**src/cmmu_pkg.sv**
```systemverilog
// Shared types, constants and helper functions for the clock-model Metropolis update block.
// Every other file of the block imports this package; it depends on nothing.
`timescale 1ns / 1ps
`default_nettype none

package cmmu_pkg;

  // Lattice geometry: SIDE must be a power of two no wider than the 6-bit coordinate fields.
  localparam int unsigned SIDE      = 64;
  localparam int unsigned COORD_W   = $clog2(SIDE);
  localparam int unsigned LAT_DEPTH = SIDE * SIDE;
  localparam int unsigned LAT_AW    = 2 * COORD_W;
  localparam int unsigned SPIN_W    = 3;
  localparam int unsigned STATES    = 6;

  localparam int unsigned DRAW_BITS = 16;
  localparam int unsigned THR_W     = DRAW_BITS + 1;
  localparam int unsigned THR_DEPTH = 33;
  localparam int unsigned THR_AW    = $clog2(THR_DEPTH);
  localparam logic [THR_W-1:0] THR_MAX = THR_W'(1) << DRAW_BITS;

  // Energy change in half units spans -16..16.
  localparam int unsigned DE_W = 6;
  localparam logic [DE_W-1:0] DE_BIAS = DE_W'(16);

  localparam logic [SPIN_W-1:0] RESET_SPIN = SPIN_W'(1);

  typedef enum logic [1:0] {
    OP_UPDATE = 2'd0,
    OP_WRITE  = 2'd1,
    OP_READ   = 2'd2,
    OP_LOAD   = 2'd3
  } op_e;

  typedef struct packed {
    op_e         opcode;
    logic [5:0]  site_x;
    logic [5:0]  site_y;
    logic [2:0]  new_spin;
    logic [15:0] random_draw;
    logic [5:0]  table_index;
    logic [16:0] table_value;
  } in_t;

  typedef struct packed {
    logic        accepted;
    logic [2:0]  spin_read;
    logic [31:0] accept_count;
  } out_t;

  // Controls from the sequencer to the energy accumulator.
  typedef struct packed {
    logic clear;
    logic load_old;
    logic add;
  } de_ctl_t;

  // Twice the cosine of 2*pi*k/6.
  function automatic logic signed [2:0] half_cos(input logic [2:0] k);
    logic signed [2:0] r;
    unique case (k)
      3'd0:    r = 3'sd2;
      3'd1:    r = 3'sd1;
      3'd2:    r = -3'sd1;
      3'd3:    r = -3'sd2;
      3'd4:    r = -3'sd1;
      3'd5:    r = 3'sd1;
      default: r = 3'sd0;
    endcase
    return r;
  endfunction

  function automatic logic signed [2:0] bond(input logic [SPIN_W-1:0] a,
                                             input logic [SPIN_W-1:0] b);
    logic [3:0] t;
    t = {1'b0, a} + 4'd6 - {1'b0, b};
    if (t >= 4'd6) begin
      t = t - 4'd6;
    end
    return half_cos(t[2:0]);
  endfunction

  // Spins 6 and 7 fold back onto 0 and 1.
  function automatic logic [SPIN_W-1:0] norm_spin(input logic [2:0] s);
    logic [SPIN_W-1:0] r;
    if (s >= 3'd6) begin
      r = SPIN_W'(s - 3'd6);
    end else begin
      r = SPIN_W'(s);
    end
    return r;
  endfunction

endpackage

`default_nettype wire

```
**src/cmmu_thresh.sv**
```systemverilog
// Acceptance threshold table: 33 entries, saturated on write, registered read.
// Depends on cmmu_pkg for the table depth and threshold width.
`timescale 1ns / 1ps
`default_nettype none

module cmmu_thresh
  import cmmu_pkg::*;
(
  input  wire logic              clk_i,
  input  wire logic              we_i,
  input  wire logic [THR_AW-1:0] addr_i,
  input  wire logic [16:0]       wdata_i,
  output logic      [THR_W-1:0]  rdata_o
);

  logic [THR_W-1:0] mem [THR_DEPTH];
  logic [THR_W-1:0] wsat;

  always_comb begin
    if (wdata_i > 17'(THR_MAX)) begin
      wsat = THR_MAX;
    end else begin
      wsat = THR_W'(wdata_i);
    end
  end

  always_ff @(posedge clk_i) begin
    if (we_i) begin
      mem[addr_i] <= wsat;
    end
    rdata_o <= mem[addr_i];
  end

endmodule

`default_nettype wire

```
**config.mk**
```make
export PLATFORM = sky130hd
export DESIGN_NAME = cmmu_thresh
export DESIGN_NICKNAME = d
export VERILOG_FILES = /design/src/cmmu_pkg.sv /design/src/cmmu_thresh.sv
export SDC_FILE = /design/constraint.sdc
export NUM_CORES = 1
export LEC_CHECK = 0
export BUFFER_PORTS_ARGS = -buffer_cell sky130_fd_sc_hd__buf_2
export CAP_MARGIN = 20
export CORE_AREA = 2 2 226 228
export DETAILED_ROUTE_END_ITERATION = 7
export DIE_AREA = 0 0 228 230
export HOLD_SLACK_MARGIN = 0.12
export PLACE_DENSITY = 0.63
export SLEW_MARGIN = 20
export SYNTH_ARGS = -nofsm -noshare
export SYNTH_HDL_FRONTEND = slang
export SYNTH_SLANG_ARGS = --single-unit
```
**constraint.sdc**
```tcl
create_clock -name clk_i -period 9.05 [get_ports clk_i]
set_input_delay 1.81 -clock clk_i [delete_from_list [all_inputs] [get_ports clk_i]]
set_output_delay 1.81 -clock clk_i [all_outputs]
set_load 0.02 [all_outputs]
```
## Word level (Yosys, flattened, before mapping)

Memories as Yosys holds them, arrays and structs flattened. A register that Yosys moved wholly into a read port is not among the register bits.
Index checks and enable logic that the tools add are counted.

| cells by class | value |
|---|---|
| muxes and demuxes | 3 |
| $lt $le $gt $ge | 1 |

Operators with widths:

| kind | number |
|---|---|
| $gt 17x17->1 const B | 1 |
| $mux 17 | 1 |
| $mux 1 | 2 |

| storage, ports and cells | value |
|---|---|
| logic and storage cells | 5 |
| bits in registers | 0 |
| memory bits (writable) | 561 |
| output and inout bits | 17 |
| bits of input ports | 25 |
| memories | 1 |

Memory list:

| memory | words | bits a word | rd ports | clocked after Yosys merged registers in | wr ports | RTL line | source |
|---|---|---|---|---|---|---|---|
| mem | 33 | 17 | 1 | 1 | 1 | cmmu_thresh.sv:16 | `logic [THR_W-1:0] mem [THR_DEPTH];` |

## Logic depth before layout (Yosys ltp)

| logic depth | value |
|---|---|
| word-level depth | 2 |
| depth in mapped cells | 9 |
| mapped depth without buffers | 5 |

## Worst setup path before layout

OpenSTA, ideal clock, no wires.

| timing path | value |
|---|---|
| path type | input to register |
| start | input addr_i[1] |
| end | memory mem[32][0] (netlist name) (enable) |
| data required time | 8614 ps |
| arrival time | 4332 ps |
| slack | 4282 ps |
| setup time | 436 ps |
| stages on the path | 6 |
| cells stage by stage | buf_6 buf_6 nor2_1 clkbuf_1 nand2_1 nor4_1 |

RTL lines:

| what | RTL line | source |
|---|---|---|
| start, declared | cmmu_thresh.sv:11 | `input wire logic [THR_AW-1:0] addr_i,` |
| end, declared | cmmu_thresh.sv:16 |  |

Straight into the memory's write port.

## Worst setup path after layout

| timing path | value |
|---|---|
| start | input addr_i[0] |
| end | memory mem[29][14] (netlist name) (enable) |

Straight into the memory's write port.

==> reports/metrics.cfg <==
[logic_synthesis]
synth_mux_area_share_pct = 7.50
synthArstFlopShare_pct = 0
synthFlopType = edfxtp_1
synthesis.area_per_instance_um2 = 17.6
synth_cells = 1264
netlist-cell-type-count = 60
synth_nets = 1289
synth-adder-area-share_pct = 0
synth_area_leaders = edfxtp_1 76%, mux2i_1 4.6%, a22oi_1 1.8%
ys_warn_count = 0
synth_top_family_by_area = compound AO/OA/AOI/OAI gates
yosysSeqAreaShare_pct = 77.1
synth-xor-area-share_pct = 0
synth-seq-cells = 578
netlist_area_um2 = 22300
synth_edf_count = 561
synth-compound-area-share_pct = 9.69
yosysTopAreaCellShare_pct = 75.6
synth_area_leader_cell = edfxtp_1
yosys.area_share.simple_pct = 3.57

[critical_path]
slowest_delay_ns = 0.92
slowest_stage = nor2_2
path_delay_family = simple AND/OR/NAND/NOR gates
worstPathArrival_ns = 4.81
end_kind = register
cp.depth = 6
worstPathMaxFanout = 36
cp.required_ns = 9.27
cp-start-kind = input port
path_class = in -> reg
cp.buffers_inverters = 3
r2r_cells = 4
crit_top_cell = buf_4
path_cells = buf_4, buf_4, nor2b_2, buf_4, nand2_1, nor2_2

[floorplanning]
die_w_um = 228
io_pins = 42
num_rows = 82
die_h_um = 230
core_um2 = 49900
die-area_um2 = 52400
start_util_pct = 44.7

[timing]
slew_violations = 0
finalCritPeriodShare_pct = 50.7
worstMarginPinSlew_ns = 1.14
period_minus_slack_ns = 4.59
hold_violations = 0
whs_ns = 0.480
finalSetupViolations = 0
fmax_ghz = 0.218
finClkSkew_ns = 0.0177
finalSetupTns_ns = 0
relSlewSlack_pct = 23.9
rsz0062_at_grt = false

[route]
drt_iter0_markers = 1829
ant_nets = 0
wl_per_cell_um = 30.6
dr.pass1.iters = 5
vias = 12800
drc = 0
drt-total-wl_um = 63100
avgViaCountPerCell = 6.22

[pwr]
total_power_uw = 5570
swShare_pct = 22.3
p_switching_uw = 1240
pwr-share-seq_pct = 53.4
cellInternalPower_uw = 4330
clockPowerShare_pct = 40.6
p_leak_uw = 0.00765
pwr-share-comb_pct = 6.0
p_per_area_nw_per_um2 = 220
vdd_drop_max_mv = 0.141

[clocking]
holdBufCountCts = 0
cts_num_sinks = 578
clockRootBuffer = clkbuf_16
cts_resized = 0
path_clk_slew_ns = 0.06
cts_buffer_depth = 3
postCtsSetupBuffers = 0
clk_latency_ns = 0.62
cts.htree.levels = 2
cts_inserted_buffers = 58
cts_tree = done

[finish]
final_cell_mix = 561 x edfxtp_1, 102 x mux2i_1, 62 x buf_4
drive_above_1_share_pct = 20.5
final_area_um2 = 25300
num-nets-final = 1367
syn_to_final_growth_pct = 13.7
final_util_pct = 50.8
final_common_cell = edfxtp_1

[grt]
antenna_found_initial = 3
grt_max_degree = 69
grt_pass1_vias = 12500
track_usage_pct = 24.0
gr-total-overflow = 0
grt_pass1_wl_um = 90700

[outcome]
run_status = finished clean

[placed_design]
numPortBuffers = 41
gp_congestion = 0.907
hpwlAfterDp_um = 37200
dpl-instance-area_um2 = 23500

[run]
drv_cap = 0

[worst_hold_path]
hp-class = reg -> reg
hold_depth = 2

## cells in the mapped netlist (all sizes together), types with 2 or more instances
master,instances
a21oi,34
inv,5
a2bb2oi,2
nand4,5
nor3,21
o22a,7
o211ai,5
nand3,7
a22oi,55
o2bb2ai,3
a32oi,5
o31ai,2
a221oi,45
o2111ai,2
a22o,13
mux2i,102
nand2,41
a211oi,6
a221o,12
buf,56
nor4,5
and2,5
or3,2
mux4,14
o21ai,34
nand2b,4
a32o,3
nor2,46
dfxtp,17
clkbuf,29
a311oi,2
a222oi,6
o22ai,26
a31oi,2
nor2b,23
edfxtp,561
mux2,29
o221ai,14
## cell type report
class / instances / area (um2)
timing repair buffer: 103 / 689
fill: 4092 / 24500
clock buffer: 88 / 1680
tap: 672 / 841
antenna: 1 / 2.50
clock inverter: 21 / 101
multi-input combinational: 596 / 4820
sequential: 578 / 17200
inverter: 5 / 18.8
## registers in the layout, indices dropped and copies added (netlist names)
| register | flops |
|---|---|
| rdata_o | 17 |
| mem | 561 |
## stage by stage
stage	setup slack, ns	cells
after floorplan	4.28	1264
after global placement	3.93	1952
final	4.46	2064
after CTS	4.50	2061
after global routing	4.37	2063
after detailed placement	3.86	1952
## worst paths after layout
path | startpoint | endpoint | slack, ns
worst max-delay path | addr_i[0] | mem[29][14]$_DFFE_PP_ | 4.46
worst min-delay path | mem[32][13]$_DFFE_PP_ | rdata_o[13]$_DFF_P_ | 0.48
worst max register to register | mem[7][11]$_DFFE_PP_ | rdata_o[11]$_DFF_P_ | 6.89
worst min register to register | mem[32][13]$_DFFE_PP_ | rdata_o[13]$_DFF_P_ | 0.48
## worst register-to-register path: cells and delay by family, from the launching register on
family,cells,cell delay [ns]
compound gates,2,0.77
mux,1,0.54
flops,1,0.36
simple gates,1,0.28
## cell families (layout without fill, tap and decap cells)
family	after synthesis	count (layout)
flip-flops	578	578
AO/OA/AOI/OAI	285	285
AND/OR/NAND/NOR	166	166
multiplexers	145	145
buffers and inverters	90	217
other	0	1
## power by group through the flow
stage          registers (uW)  logic, uW  clock network (uW)
3_5_place_dp             3030        327                   0
6_report                 2970        333                2260
4_1_cts                  2970        327                2290
5_1_grt                  2970        346                2390
2_1_floorplan            3030        177                   0
3_3_place_gp             3030        324                   0
## routing by layer
metal | GRT usage (%) | vias to the layer above | share of wire (%)
li1 | - | 5340 | -
met1 | 33.7 | 6591 | 40
met2 | 37.1 | 769 | 46
met3 | 4.63 | 140 | 10
met4 | 9.60 | 2 | 3.9
met5 | 0 | - | 0.021
(Power assumes the default switching activity.)
