--- src/cmmu_pkg.sv ---
// Shared types, constants and helper functions for the clock-model Metropolis update block.
// Every other file of the block imports this package; it depends on nothing.
`timescale 1ns / 1ps
`default_nettype none

package cmmu_pkg;

  // Lattice geometry: SIDE must be a power of two no wider than the 6-bit coordinate fields.
  localparam int unsigned SIDE      = 64;
  localparam int unsigned COORD_W   = $clog2(SIDE);
  localparam int unsigned LAT_DEPTH = SIDE * SIDE;
  localparam int unsigned LAT_AW    = 2 * COORD_W;
  localparam int unsigned SPIN_W    = 3;
  localparam int unsigned STATES    = 6;

  localparam int unsigned DRAW_BITS = 16;
  localparam int unsigned THR_W     = DRAW_BITS + 1;
  localparam int unsigned THR_DEPTH = 33;
  localparam int unsigned THR_AW    = $clog2(THR_DEPTH);
  localparam logic [THR_W-1:0] THR_MAX = THR_W'(1) << DRAW_BITS;

  // Energy change in half units spans -16..16.
  localparam int unsigned DE_W = 6;
  localparam logic [DE_W-1:0] DE_BIAS = DE_W'(16);

  localparam logic [SPIN_W-1:0] RESET_SPIN = SPIN_W'(1);

  typedef enum logic [1:0] {
    OP_UPDATE = 2'd0,
    OP_WRITE  = 2'd1,
    OP_READ   = 2'd2,
    OP_LOAD   = 2'd3
  } op_e;

  typedef struct packed {
    op_e         opcode;
    logic [5:0]  site_x;
    logic [5:0]  site_y;
    logic [2:0]  new_spin;
    logic [15:0] random_draw;
    logic [5:0]  table_index;
    logic [16:0] table_value;
  } in_t;

  typedef struct packed {
    logic        accepted;
    logic [2:0]  spin_read;
    logic [31:0] accept_count;
  } out_t;

  // Controls from the sequencer to the energy accumulator.
  typedef struct packed {
    logic clear;
    logic load_old;
    logic add;
  } de_ctl_t;

  // Twice the cosine of 2*pi*k/6.
  function automatic logic signed [2:0] half_cos(input logic [2:0] k);
    logic signed [2:0] r;
    unique case (k)
      3'd0:    r = 3'sd2;
      3'd1:    r = 3'sd1;
      3'd2:    r = -3'sd1;
      3'd3:    r = -3'sd2;
      3'd4:    r = -3'sd1;
      3'd5:    r = 3'sd1;
      default: r = 3'sd0;
    endcase
    return r;
  endfunction

  function automatic logic signed [2:0] bond(input logic [SPIN_W-1:0] a,
                                             input logic [SPIN_W-1:0] b);
    logic [3:0] t;
    t = {1'b0, a} + 4'd6 - {1'b0, b};
    if (t >= 4'd6) begin
      t = t - 4'd6;
    end
    return half_cos(t[2:0]);
  endfunction

  // Spins 6 and 7 fold back onto 0 and 1.
  function automatic logic [SPIN_W-1:0] norm_spin(input logic [2:0] s);
    logic [SPIN_W-1:0] r;
    if (s >= 3'd6) begin
      r = SPIN_W'(s - 3'd6);
    end else begin
      r = SPIN_W'(s);
    end
    return r;
  endfunction

endpackage

`default_nettype wire

--- src/cmmu_de_unit.sv ---
// Shared energy-change accumulator: one neighbor bond difference is added per cycle while the add control is high.
// Depends on cmmu_pkg for the cosine ROM, spin width and control struct.
`timescale 1ns / 1ps
`default_nettype none

module cmmu_de_unit
  import cmmu_pkg::*;
(
  input  wire logic              clk_i,
  input  wire logic              rst_ni,
  input  wire de_ctl_t           ctl_i,
  input  wire logic [SPIN_W-1:0] rd_spin_i,
  input  wire logic [SPIN_W-1:0] new_spin_i,
  output logic      [SPIN_W-1:0] old_spin_o,
  output logic      [DE_W-1:0]   de_idx_o
);

  logic signed [DE_W-1:0] acc_q, acc_d;
  logic [SPIN_W-1:0]      old_q;
  logic signed [3:0]      diff;

  assign diff = 4'(bond(old_q, rd_spin_i)) - 4'(bond(new_spin_i, rd_spin_i));

  always_comb begin
    acc_d = acc_q;
    if (ctl_i.clear) begin
      acc_d = '0;
    end else if (ctl_i.add) begin
      acc_d = acc_q + DE_W'(diff);
    end
  end

  always_ff @(posedge clk_i or negedge rst_ni) begin
    if (!rst_ni) begin
      acc_q <= '0;
    end else begin
      acc_q <= acc_d;
    end
  end

  always_ff @(posedge clk_i) begin
    if (ctl_i.load_old) begin
      old_q <= rd_spin_i;
    end
  end

  assign old_spin_o = old_q;
  assign de_idx_o   = $unsigned(acc_q) + DE_BIAS;

endmodule

`default_nettype wire

--- config.mk ---
export PLATFORM = sky130hd
export DESIGN_NAME = cmmu_de_unit
export DESIGN_NICKNAME = d
export VERILOG_FILES = /design/src/cmmu_pkg.sv /design/src/cmmu_de_unit.sv
export SDC_FILE = /design/constraint.sdc
export NUM_CORES = 1
export LEC_CHECK = 0
export BUFFER_PORTS_ARGS = -buffer_cell sky130_fd_sc_hd__buf_4
export CAP_MARGIN = 20
export CORE_UTILIZATION = 50
export DETAILED_ROUTE_END_ITERATION = 10
export PLACE_DENSITY_LB_ADDON = 0.3
export SLEW_MARGIN = 15
export SYNTH_ARGS = -nofsm -noshare
export SYNTH_HDL_FRONTEND = slang
export SYNTH_SLANG_ARGS = --single-unit
--- constraint.sdc ---
create_clock -name clk_i -period 3.4 [get_ports clk_i]
set_input_delay 0.34 -clock clk_i [delete_from_list [all_inputs] [get_ports clk_i]]
set_output_delay 0.34 -clock clk_i [all_outputs]
set_load 0.02 [all_outputs]
[After elaboration in Yosys (flattened, before gate mapping)]
Index checks and enable logic that the tools add are counted.
Word-level totals
  flip-flop bits (word level): 9
  bits of input ports: 11
Cells by class
  $add $sub $neg: 9
  $lt $le $gt $ge: 2
  eq/ne operators: 10
  multiplexer cells: 6
  reductions and logical operators: 7
Operators by type and width (count)
  one-hot mux 3 bit (4 select lines): 2
  equality test 3 x 2 -> 1 bit (second input constant): 4
  equality test 3 bit (second input constant): 4
  two-way mux 6 bit: 2
  adder 3 x 3 -> 4 bit (second input constant): 2
  greater-or-equal comparator 4 x 3 -> 1 bit (second input constant): 2
  OR reduction 2 bit: 4
  subtractor 4 x 3 -> 4 bit: 2
  adder 6 x 4 -> 6 bit: 1
  adder 6 x 5 -> 6 bit (second input constant): 1
  equality test 3 x 1 -> 1 bit (second input constant): 2
  logical NOT 3 bit: 2
  two-way mux 3 bit: 2
  subtractor 3 bit (second input constant): 2
  subtractor 3 x 3 -> 4 bit: 1
  nonzero test 2 bit: 1

[Logic depth before layout (Yosys ltp)]
  word-level depth: 11
  depth in mapped cells: 19

[Least setup slack after synthesis]
OpenSTA, ideal clock, no wires.
  path type: flip-flop to flip-flop
  start: register old_q[1] (netlist: old_spin_o[1])
  end: register acc_q[5]
  setup time: 0.128 ns
  arrival: 3.811 ns
  slack: -0.539 ns
  stages on the path, launching flop included: 17
  buffers on the path: 0
  cells stage by stage: edfxtp_1 -> inv_1 -> ha_1 -> inv_1 -> ha_1 -> fa_1 -> xor2_1 -> and2_2 -> o31a_2 -> fa_1 -> inv_1 -> ha_1 -> a21o_1 -> a21oi_1 -> o211ai_1 -> mux2i_1 -> mux2_1
Between the ends
  longest elaborated chain between the ends: 11
  elaborated cells between the ends (all ways): 18
  those cells by class: add/sub: 5; order compare: 1; eq/ne: 5; mux: 4; reduce/logical: 3
RTL lines
  from (decl): line cmmu_de_unit.sv:19  | logic [SPIN_W-1:0] old_q;
  from (signal assigned): line cmmu_de_unit.sv:43  | old_q <= rd_spin_i;
  adder 3 x 3 -> 4 bit (*): line cmmu_pkg.sv:76  | t = {1'b0, a} + 4'd6 - {1'b0, b};
  subtractor 4 x 3 -> 4 bit (*): line cmmu_pkg.sv:76
  greater-or-equal comparator 4 x 3 -> 1 bit or subtractor 3 bit (tied branches): line cmmu_pkg.sv:77, cmmu_pkg.sv:78
  two-way mux 3 bit (*): line cmmu_pkg.sv:77  | if (t >= 4'd6) begin
  equality test 3 bit, or another cell as far along: line cmmu_pkg.sv:61  | unique case (k)
  OR reduction 2 bit (no line)
  one-hot mux 3 bit (4 select lines) (*): line cmmu_pkg.sv:61
  subtractor 3 x 3 -> 4 bit (*): line cmmu_de_unit.sv:22  | assign diff = 4'(bond(old_q, rd_spin_i)) - 4'(bond(new_spin_i, rd_spin_i));
  adder 6 x 4 -> 6 bit (*): line cmmu_de_unit.sv:29  | acc_d = acc_q + DE_W'(diff);
  two-way mux 6 bit (*): line cmmu_de_unit.sv:28  | end else if (ctl_i.add) begin
  two-way mux 6 bit (*): line cmmu_de_unit.sv:26  | if (ctl_i.clear) begin
  to (signal assigned): line cmmu_de_unit.sv:35  | acc_q <= '0;
  to (signal assigned): line cmmu_de_unit.sv:37  | acc_q <= acc_d;
  to (decl): line cmmu_de_unit.sv:18  | logic signed [DE_W-1:0] acc_q, acc_d;
Mark *: on every way between the ends. The rest lies on a longest branch, timed or not. The select of a mux whose other input is x is not followed.
A chain may end at the register's enable or synchronous reset.

[Final worst setup path]
Same ends and word-level chain as after synthesis.

==> impl_metrics.csv <==
group,metric,value,unit
outcome,status,"finished, violations left",
outcome,violations,"setup timing",
power,irDropWorstVdd,0.0008521,V
die,die_area,2409,um^2
worst_hold_path,min_from,"rd_spin_i[0]",
finish,final_cell_mix,"buf_4, inv_1, nor2_1",
global_route,overflow,0,
routing,vias_per_cell,4.961,
global_route,grt_use_total,21.99,%
finish,final_nets,187,
sta,finalMaxSlewViolations,0,
cts,cts_root_buffer,"clkbuf_4",
sta,setup_ws,-275.6,ps
sta,min_period,3676,ps
setup_path,worst_ep_arrival_time,3830,ps
die,coreArea,2022,um^2
job,cap_violations,0,
logic_synthesis,syn_avg_cell_area,9.316,um^2
die,start_util,54.83,%
cts,cts_tree,"yes",
routing,routedWlPerCell,13.49,um
setup_path,r2r_start,"old_spin_o[1]",
logic_synthesis,synth_cell_types,28,
sta,fin_skew,7.507,ps
cts,clk_pin_slew_worst_paths,60,ps
placement,hpwl,1865,um
finish,antennaDiodeCount,0,
setup_path,worst-path-max-fanout,4,
routing,routed_wl,2442,um
routing,drc,0,
logic_synthesis,synthCells,119,
global_route,grt_max_degree,9,
cts,cts_buffers,3,
setup_path,crit_path_start,"old_spin_o[1]",
setup_path,path_class,"flop to flop",
die,io_pins,20,
sta,relSlewSlack,81.67,%
sta,hold_viol,0,
logic_synthesis,ys_warn_count,0,
global_route,grt_pass1_vias,949,
logic_synthesis,ys_seq_elements,9,
setup_path,cp-end-kind,"flop",
logic_synthesis,synth_area,1109,um^2
cts,clockBufferDepth,2,
die,placementRows,16,
cts,insertion_delay,270,ps
worst_hold_path,hold_path_class,"input port to flop",
die,die_h,49.09,um
cts,cts_max_level,1,
routing,drt_pre_antenna_iters,4,
logic_synthesis,ys_seq_area_share,21.67,%
finish,mostFrequentLayoutCell,"buf_4",
routing,drtAntennaViolNets,0,
placement,placed_cells,174,
finish,finalNonFillerCells,181,
power,pwr_density_cell,1001,nW/um^2
power,total_power,1.531,mW
finish,area_growth,37.92,%
setup_path,crit_path_start_kind,"flop",
logic_synthesis,syn_nets,151,
finish,seq_area,240.2,um^2
sta,finalCritPeriodShare,108.1,%
placement,gp_congestion,0.7972,
global_route,antenna_found_initial,0,
finish,fill_cells,137,
sta,timing.fmax,272.1,MHz
setup_path,cp.required,3560,ps
die,fp.dieW,49.09,um
sta,setup_viol,4,
routing,num_vias,898,
power,p_leak,0.7899,nW
routing,dr.first_iter.drc_count,18,
cts,clock-sinks,9,
global_route,grt_first_pass_wirelength,3877,um
sta,rsz0062_at_grt,"true",
sta,worstMarginPinSlew,274.1,ps
finish,drive_above_1_share,39.61,%
placement,portBuffers,19,
finish,multi_input_area,847.1,um^2
layout make-up:
class	instances	area share, %
Sequential cell	9	15.71
Inverter	28	6.874
Clock buffer	4	1.718
Multi-Input combinational cell	77	55.40
Tap cell	27	2.209
Timing Repair Buffer	36	18.09
logic make-up (layout without fill, tap and decap cells):
| logic type | Yosys count | after routing | synth area share (%) |
|---|---|---|---|
| buffers and inverters | 33 | 68 | 13.21 |
| adders and majority gates | 21 | 21 | 28.44 |
| and+or+nand+nor | 21 | 21 | 9.142 |
| AOI/OAI and AO/OA | 18 | 18 | 10.72 |
| xor gates and xnor gates | 11 | 11 | 11.29 |
| DFF | 9 | 9 | 21.67 |
| muxes | 6 | 6 | 5.531 |
through the flow:
stage	setup slack, ps	util [%]	hold slack (ps)	TNS (ps)	cell area (um^2)
floorplan	-366.7	-	44.41	-566.1	1145
global placement	-446.5	68.50	149.3	-1240	1385
detailed placement	-585.9	68.50	148.4	-1671	1385
CTS	-264.2	74.01	276.5	-606.8	1496
global route	-442.4	75.62	264.9	-1324	1529
finish	-275.6	75.62	271.4	-639.0	1529
worst max-delay path: stages, from the launching register on:
cell      delay [ps]
edfxtp_1         370
inv_2             60
ha_4             260
inv_2             40
ha_4             160
fa_2             380
xor2_2           200
nor2_2            70
o31a_1           350
buf_4            170
fa_1             480
inv_2             40
ha_4             260
nand2_1           60
o21ai_1          120
nand2_1           70
mux2i_1          140
mux2_1           330
report_power, final:
group          switching [mW]  leakage, nW  internal, mW
clock network          0.0395       0.0150        0.0453
registers              0.0228        0.109         0.142
logic                   0.579        0.666         0.702
total                   0.641        0.790         0.889
final timing paths:
path                                  to  slack (ps)  cells past startpoint
min in group asynchronous       acc_q[5]         420                      2
min                        old_spin_o[0]         270                      1
min reg2reg                     acc_q[1]         550                      2
max                             acc_q[5]        -280                     17
max reg2reg                     acc_q[5]        -280                     17
max in group asynchronous       acc_q[2]        2860                      2
repair_timing:
action | 4_1_cts | 5_1_grt
resized for setup | 12 | 3
gates cloned | 0 | 0
setup endpoints to repair | 5 | 5
hold buffers | 1 | 0
setup buffers | 2 | 1
pin swaps | 17 | 3
hold endpoints to repair | 6 | 0
flip-flops by register name (all words and copies together) (netlist names):
signal,cells
acc_q,6
old_spin_o,3
layer usage:
metal  global-route usage [%]  wire length [um]  vias to the layer above
li1                         -                 -                      446
met5                        0                 0                        -
met2                    41.32              1277                       32
met4                    8.824               112                        0
met3                    6.231               103                       10
met1                    22.40               949                      410
synth_stat cells:
cell	instances	area [um^2]
xnor2_1	5	43.79
o21ai_0	4	20.02
nand2b_1	4	25.02
fa_1	7	140.1
xor3_1	1	23.77
nand2_1	3	11.26
o31a_2	1	10.01
o31a_1	1	8.760
ha_1	14	175.2
a21o_1	3	22.52
and2b_1	1	7.510
nand4b_1	1	8.760
xor2_1	4	35.03
a21oi_1	5	25.02
nor2_1	11	41.29
a21o_2	1	8.760
edfxtp_1	3	90.09
o211ai_1	1	7.510
mux2_1	1	11.26
buf_6	1	11.26
xnor3_1	1	22.52
and2_2	1	7.510
inv_1	28	105.1
o32ai_1	1	8.760
dfrtp_1	6	150.1
buf_4	4	30.03
a211oi_1	1	7.510
mux2i_1	5	50.05
Note: power is estimated with default switching activity, not from simulation.
